File: config.mk
export PLATFORM = sky130hd
export DESIGN_NAME = bgi_axis_map
export DESIGN_NICKNAME = d
export VERILOG_FILES = /design/src/rtl/core/bgi_pkg.sv /design/src/rtl/core/bgi_axis_map.sv
export SDC_FILE = /design/constraint.sdc
export NUM_CORES = 2
export LEC_CHECK = 0
export BUFFER_PORTS_ARGS = -buffer_cell sky130_fd_sc_hd__buf_2
export CAP_MARGIN = 10
export CORE_ASPECT_RATIO = 0.9
export CORE_MARGIN = 2
export CORE_UTILIZATION = 59
export DETAILED_ROUTE_END_ITERATION = 7
export GPL_ROUTABILITY_DRIVEN = 0
export GPL_TIMING_DRIVEN = 0
export PLACE_DENSITY = 0.74
export SETUP_SLACK_MARGIN = 0.5
export SYNTH_ARGS = -nofsm -noshare
export SYNTH_HDL_FRONTEND = slang
export SYNTH_SLANG_ARGS = --single-unit
File: constraint.sdc
create_clock -name clk -period 19.9 [get_ports clk]
set_input_delay 3.98 -clock clk [delete_from_list [all_inputs] [get_ports clk]]
set_output_delay 3.98 -clock clk [all_outputs]
set_load 0.1 [all_outputs]
File: src/rtl/core/bgi_pkg.sv
// ----------------------------------------------------------------------------
// bgi_pkg
// Shared types and constants of the bilinear grid interpolator: default
// sizes, register codes and reset values, channel words, control groups.
// ----------------------------------------------------------------------------
package bgi_pkg;

    localparam int MAX_ROWS_DEF    = 64;
    localparam int MAX_COLS_DEF    = 64;
    localparam int VALUE_WIDTH_DEF = 32;
    localparam int FRAC_BITS_DEF   = 16;

    localparam int CFG_INDEX_W = 3;
    localparam int CFG_DATA_W  = 32;
    localparam int COUNT_W     = 7;

    localparam logic [COUNT_W-1:0] GRID_ROWS_RST    = 7'd64;
    localparam logic [COUNT_W-1:0] GRID_COLS_RST    = 7'd64;
    localparam logic [31:0]        X_ORIGIN_RST     = 32'd0;
    localparam logic [31:0]        Y_ORIGIN_RST     = 32'd0;
    localparam logic [31:0]        X_STEP_RECIP_RST = 32'd65536;
    localparam logic [31:0]        Y_STEP_RECIP_RST = 32'd65536;

    typedef enum logic [CFG_INDEX_W-1:0] {
        CFG_GRID_ROWS    = 3'd0,
        CFG_GRID_COLS    = 3'd1,
        CFG_X_ORIGIN     = 3'd2,
        CFG_Y_ORIGIN     = 3'd3,
        CFG_X_STEP_RECIP = 3'd4,
        CFG_Y_STEP_RECIP = 3'd5
    } cfg_reg_t;

    typedef enum logic {
        REQ_WRITE = 1'b0,
        REQ_QUERY = 1'b1
    } req_kind_t;

    typedef struct packed {
        req_kind_t          req_type;
        logic [5:0]         row_index;
        logic [5:0]         col_index;
        logic signed [31:0] sample_value;
        logic signed [31:0] query_x;
        logic signed [31:0] query_y;
        logic               last_point;
    } req_word_t;

    typedef struct packed {
        logic signed [31:0] interp_value;
        logic               last_point_out;
    } rsp_word_t;

    typedef struct packed {
        logic s1;
        logic s2;
        logic s3;
    } map_en_t;

    typedef struct packed {
        logic s5;
        logic s6;
        logic s7;
    } blend_en_t;

    typedef struct packed {
        logic ipar;
        logic jpar;
        logic rv0;
        logic rv1;
        logic cv0;
        logic cv1;
    } corner_ctl_t;

endpackage

File: src/rtl/core/bgi_axis_map.sv
// ----------------------------------------------------------------------------
// bgi_axis_map
// Three-stage map of one coordinate to grid units: offset from the origin,
// scale by the reciprocal spacing, split into a floor cell and a fraction.
// ----------------------------------------------------------------------------
module bgi_axis_map #(
    parameter  int FRAC_BITS = bgi_pkg::FRAC_BITS_DEF,
    localparam int CELL_W    = 66 - 2 * FRAC_BITS
) (
    input  logic                  clk,
    input  bgi_pkg::map_en_t      en,
    input  logic signed [31:0]    coord,
    input  logic signed [31:0]    origin,
    input  logic [31:0]           recip,
    output logic signed [CELL_W-1:0] cell_idx,
    output logic [FRAC_BITS-1:0]  frac
);

    import bgi_pkg::*;

    logic [32:0]              diff;
    logic [31:0]              abs_val;
    logic                     neg1_reg;
    logic [31:0]              abs1_reg;
    logic                     neg2_reg;
    logic [63:0]              mag2_reg;
    logic [64:0]              rnd;
    logic [64-FRAC_BITS:0]    c_val;
    logic [FRAC_BITS-1:0]     c_low;
    logic [64-2*FRAC_BITS:0]  c_high;
    logic [64-2*FRAC_BITS:0]  m_val;
    logic signed [CELL_W-1:0] cell_next;
    logic [FRAC_BITS-1:0]     frac_next;
    logic signed [CELL_W-1:0] cell_reg;
    logic [FRAC_BITS-1:0]     frac_reg;

    always_comb
    begin
        diff    = {coord[31], coord} - {origin[31], origin};
        abs_val = diff[32] ? (~diff[31:0] + 32'd1) : diff[31:0];
    end

    always_comb
    begin
        rnd    = {1'b0, mag2_reg} + 65'((64'd1 << FRAC_BITS) - 64'd1);
        c_val  = rnd[64:FRAC_BITS];
        c_low  = c_val[FRAC_BITS-1:0];
        c_high = c_val[64-FRAC_BITS:FRAC_BITS];
        m_val  = c_high + {{(64-2*FRAC_BITS){1'b0}}, |c_low};
        if (neg2_reg)
        begin
            cell_next = -$signed({1'b0, m_val});
            frac_next = -c_low;
        end
        else
        begin
            cell_next = $signed({2'b00, mag2_reg[63:2*FRAC_BITS]});
            frac_next = mag2_reg[2*FRAC_BITS-1:FRAC_BITS];
        end
    end

    always_ff @(posedge clk)
    begin
        if (en.s1)
        begin
            neg1_reg <= diff[32];
            abs1_reg <= abs_val;
        end
        if (en.s2)
        begin
            neg2_reg <= neg1_reg;
            mag2_reg <= abs1_reg * recip;
        end
        if (en.s3)
        begin
            cell_reg <= cell_next;
            frac_reg <= frac_next;
        end
    end

    assign cell_idx = cell_reg;
    assign frac     = frac_reg;

endmodule

Word level (Yosys, flattened, before mapping)
Index checks and enable logic that the tools add are counted.
Storage, ports and cells
  register bits: 148
  bits in latches: 0
  RAM bits: 0
  ROM bits: 0
  input bits: 100
  output and inout bits: 50
  logic and storage cells: 19
  memories: 0
Cells by class
  $add $sub $neg: 6
  multipliers: 1
  div/mod/pow operators: 0
  magnitude comparators: 0
  equal/unequal tests: 0
  shifts and indexed selects: 0
  muxes and demuxes: 3
  bitwise gates (word level): 1
  reduce and logical (&&, ||, !) cells: 1
Operators by type and width (number)
  $add A64 B16 Y65 const B: 1
  $mul A32 B32 Y64: 1
  $mux W32: 2
  $neg A33 Y34: 1
  $add A33 B1 Y33: 1
  $sub A32 B32 Y33: 1
  $add A32 B1 Y32 const B: 1
  $not A32 Y32: 1
  $mux W16: 1
  $neg A16 Y16: 1
  $reduce_or A16 Y1: 1

Longest topological paths before layout
  word-level depth: 5
  mapped depth: 31
  depth with buffers taken out: 30

Worst setup path after synthesis
No wires, ideal clock.
  path kind: input -> register
  start: input port recip[2]
  end: register mag2_reg[60] (data pin)
  arrival time: 11.664 ns
  data required time: 19.641 ns
  slack: 7.978 ns
  stages on the path: 29
  path buffers: 2
  cells stage by stage: clkbuf_1 -> and2_1 -> fa_1 -> inv_1 -> fa_1 -> fa_1 -> fa_1 -> inv_1 -> fa_1 -> inv_1 -> fa_1 -> inv_1 -> fa_1 -> fa_1 -> ha_1 -> clkbuf_1 -> o21ai_0 -> a211oi_1 -> a221oi_1 -> a31oi_1 -> a311o_1 -> o31a_1 -> o31ai_1 -> a21oi_1 -> o2bb2ai_1 -> a31o_2 -> a221o_1 -> a21oi_1 -> xnor2_1
On the way
  cells in the longest elaborated chain, start to end: 1
Ends and longest elaborated chain
  start, declared: RTL line bgi_axis_map.sv:14  | input logic [31:0] recip,
  $mul A32 B32 Y64: RTL line bgi_axis_map.sv:72  | mag2_reg <= abs1_reg * recip;
  end signal, assigned: RTL line bgi_axis_map.sv:72
  end, declared: RTL line bgi_axis_map.sv:26  | logic [63:0] mag2_reg;
Every way passes these cells.
A chain may end at the register's enable or synchronous reset.

Worst setup path after layout
  start: input port recip[7]
  end: register mag2_reg[62] (data pin)
The elaborated chain is that of the path after synthesis.

==> load_flow_metrics.sql <==
INSERT INTO impl_metrics (metric_group, metric, value, unit) VALUES
('outcome', 'run_status', 'finished clean', ''),
('layout', 'final.fill_count', '6034', ''),
('drt', 'detail_route.drc_violations', '0', ''),
('sta', 'max_clock_freq', '74.7', 'MHz'),
('sta', 'maxSlewViolCount', '0', ''),
('layout', 'post_route_cells_drive_above_1_share', '5.09', '%'),
('drt', 'route.detailed.vias_per_inst', '5.93', ''),
('sta', 'skew', '0.0222', 'ns'),
('setup_path', 'cpMostUsedCell', 'sky130_fd_sc_hd__fa_1', ''),
('setup_path', 'critPathLaunchType', 'input pin', ''),
('logic_synthesis', 'postSynthCellCount', '4690', ''),
('clock_network', 'post-cts-setup-buffer-count', '0', ''),
('logic_synthesis', 'postSynthNetCount', '5987', ''),
('logic_synthesis', 'synth.ff_latch_count', '148', ''),
('drt', 'initialDrtViolationCount', '3828', ''),
('floorplan', 'number_of_placed_i_o_pins', '150', ''),
('drt', 'detailroute.via_count', '34700', ''),
('logic_synthesis', 'yosysUniqueCellTypes', '83', ''),
('global_route', 'grt_max_degree', '51', ''),
('layout', 'num-nets-final', '6156', ''),
('drt', 'ant_nets', '0', ''),
('placement', 'numPortBuffers', '149', ''),
('floorplan', 'placement_rows', '94', ''),
('setup_path', 'critPathMaxStageDelay', '0.81', 'ns'),
('sta', 'final_period_minus_worst_setup_slack', '13.39', 'ns'),
('drt', 'wirelength', '139000', 'µm'),
('floorplan', 'die_area', '0.0754', 'mm²'),
('sta', 'report.final.hold_viol_count', '0', ''),
('sta', 'worst-slew-pin-transition', '1.38', 'ns'),
('clock_network', 'worstSkewPairLatency', '0.51', 'ns'),
('clock_network', 'cts_num_sinks', '148', ''),
('layout', 'max_ffs_per_register', '64', ''),
('setup_path', 'worstPathRequired', '20.15', 'ns'),
('clock_network', 'cts.hold.buffers_added', '0', ''),
('global_route', 'gr-usage-all-layers', '38.0', '%'),
('floorplan', 'coreArea', '0.0728', 'mm²'),
('sta', 'unrepaired_setup_endpoints_after_global_routing', 'false', ''),
('logic_synthesis', 'synth_edf_count', '148', ''),
('clock_network', 'cts.clk_slew.worst_paths', '0.07', 'ns'),
('global_route', 'antenna_violations_before_repair', '14', ''),
('floorplan', 'floorplan.initialDensity', '59.3', '%'),
('logic_synthesis', 'postSynth.asyncResetShare', '0', '%'),
('clock_network', 'numCtsBuffers', '17', ''),
('floorplan', 'dieWidth', '289', 'µm'),
('layout', 'syn_to_final_growth', '6.04', '%'),
('clock_network', 'h_tree_level_count', '4', ''),
('logic_synthesis', 'synthesis.area_per_instance', '9.21', 'µm²'),
('setup_path', 'timing.critical_path.arrival', '13.64', 'ns'),
('sta', 'fin_crit_sh', '67.3', '%'),
('clock_network', 'post_cts_resized', '0', ''),
('sta', 'finalSetupViolations', '0', ''),
('floorplan', 'die_height', '261', 'µm'),
('sta', 'worst_hold_slack', '0.611', 'ns'),
('run', 'timing.max_cap.violations', '0', ''),
('logic_synthesis', 'synth_sequential_area_ratio', '10.3', '%'),
('clock_network', 'clk_root_buffer_cell', 'sky130_fd_sc_hd__clkbuf_16', ''),
('setup_path', 'crit_type', 'input pin to register', ''),
('logic_synthesis', 'yosysWarnings', '0', ''),
('clock_network', 'cts_buffer_depth', '2', ''),
('global_route', 'grt_first_pass_wirelength', '208000', 'µm'),
('global_route', 'globalRoute.totalOverflow', '0', ''),
('setup_path', 'nature_of_the_critical_path_endpoint', 'register', ''),
('worst_hold_path', 'hold_path_class', 'register to register', ''),
('setup_path', 'path_max_fanout', '10', ''),
('setup_path', 'critical-path-slowest-cell', 'sky130_fd_sc_hd__clkbuf_1', ''),
('placement', 'dp_hpwl', '115000', 'µm'),
('drt', 'route.detailed.wl_per_inst', '23.8', 'µm'),
('logic_synthesis', 'synthesis.area', '0.0432', 'mm²'),
('sta', 'worst_slew_margin_rel', '8.09', '%'),
('clock_network', 'tritoncts', 'yes', ''),
('drt', 'first_pass_iters', '6', ''),
('sta', 'finalSetupTns', '0', 'ns'),
('logic_synthesis', 'synth-main-ff-cell', 'sky130_fd_sc_hd__edfxtp_1', ''),
('global_route', 'vias_in_the_first_global_route', '34600', '');
## cells by family after synthesis
logic type	count (synthesis)	synth area share [%]
simple gates	1528	18.2
xor+xnor	206	4.20
flops	148	10.3
fa+ha+maj	1198	50.3
mux	19	0.467
compound gates	401	6.17
buf+inv	1190	10.4
## worst paths after layout
| check | from | to | slack (ns) | cells past startpoint |
|---|---|---|---|---|
| max | recip[7] | mag2_reg[62] | 6.51 | 30 |
| min | mag2_reg[20] | frac[4] | 0.61 | 1 |
| max reg2reg | abs1_reg[11] | mag2_reg[62] | 9.25 | 29 |
| min reg2reg | mag2_reg[20] | frac[4] | 0.61 | 1 |
## metrics by stage
step	area, µm²	util [%]	setup slack, ns	std cells
floorplan	43200	-	7.98	4690
global placement	45100	62.0	6.27	5799
detailed placement	45100	62.0	6.24	5800
CTS	45700	62.8	6.75	5832
global route	45800	62.8	6.16	5833
finish	45800	62.9	6.51	5848
## cell type report
cell class / count / area [µm²] / area share (%)
tap: 960 / 1200 / 2.62
timing repair buffer: 150 / 766 / 1.67
multi-input combinational: 3352 / 34200 / 74.8
buffer: 234 / 903 / 1.97
clock buffer: 17 / 425 / 0.929
sequential: 148 / 4440 / 9.71
clock inverter: 15 / 174 / 0.380
inverter: 956 / 3590 / 7.84
antenna: 16 / 40.0 / 0.0874
## metal layers
metal | up-vias | global-route usage (%) | share of wire (%)
li1 | 14600 | - | -
met1 | 16900 | 48.7 | 36
met2 | 2569 | 53.0 | 40
met3 | 579 | 18.9 | 17
met4 | 16 | 19.0 | 6.5
met5 | - | 1.03 | 0.18
## worst max-delay path: cells and delay by family
| kind | cells | cell delay (ns) |
|---|---|---|
| adders and majority gates | 9 | 4.27 |
| xor gates and xnor gates | 1 | 0.11 |
| AOI/OAI and AO/OA | 12 | 3.65 |
| and+or+nand+nor | 1 | 0.26 |
| buffers and inverters | 7 | 1.32 |
## synth_stat cells, types with 24 or more instances
cell type	number	area, µm²
sky130_fd_sc_hd__o21ai_0	83	415
sky130_fd_sc_hd__nor3_1	47	235
sky130_fd_sc_hd__nand2b_1	24	150
sky130_fd_sc_hd__fa_1	897	18000
sky130_fd_sc_hd__xor2_1	61	534
sky130_fd_sc_hd__inv_1	956	3590
sky130_fd_sc_hd__ha_1	300	3750
sky130_fd_sc_hd__nand2_1	579	2170
sky130_fd_sc_hd__nor2_1	109	409
sky130_fd_sc_hd__nand3_1	50	250
sky130_fd_sc_hd__xnor2_1	144	1260
sky130_fd_sc_hd__clkbuf_1	219	822
sky130_fd_sc_hd__edfxtp_1	148	4440
sky130_fd_sc_hd__and2_1	579	3620
sky130_fd_sc_hd__a21o_1	47	353
sky130_fd_sc_hd__a21oi_1	106	531
## placed cells by master (no fill, tap or decap), types with 23 or more instances in the layout
cell,netlist,layout
sky130_fd_sc_hd__fa_1,897,897
sky130_fd_sc_hd__ha_1,300,300
sky130_fd_sc_hd__buf_2,8,157
sky130_fd_sc_hd__xnor2_1,144,144
sky130_fd_sc_hd__a21o_1,47,47
sky130_fd_sc_hd__nor3_1,47,47
sky130_fd_sc_hd__clkbuf_1,219,219
sky130_fd_sc_hd__nand2_1,579,579
sky130_fd_sc_hd__a21oi_1,106,106
sky130_fd_sc_hd__o21ai_0,83,83
sky130_fd_sc_hd__inv_1,956,956
sky130_fd_sc_hd__a31oi_1,23,23
sky130_fd_sc_hd__xor2_1,61,61
sky130_fd_sc_hd__nor2_1,109,109
sky130_fd_sc_hd__and2_1,579,579
sky130_fd_sc_hd__nand2b_1,24,24
sky130_fd_sc_hd__nand3_1,50,50
sky130_fd_sc_hd__edfxtp_1,148,148
Power is left out: the tool's default activity adds up to more than one toggle a clock period on the data nets, which glitch-free logic cannot reach.
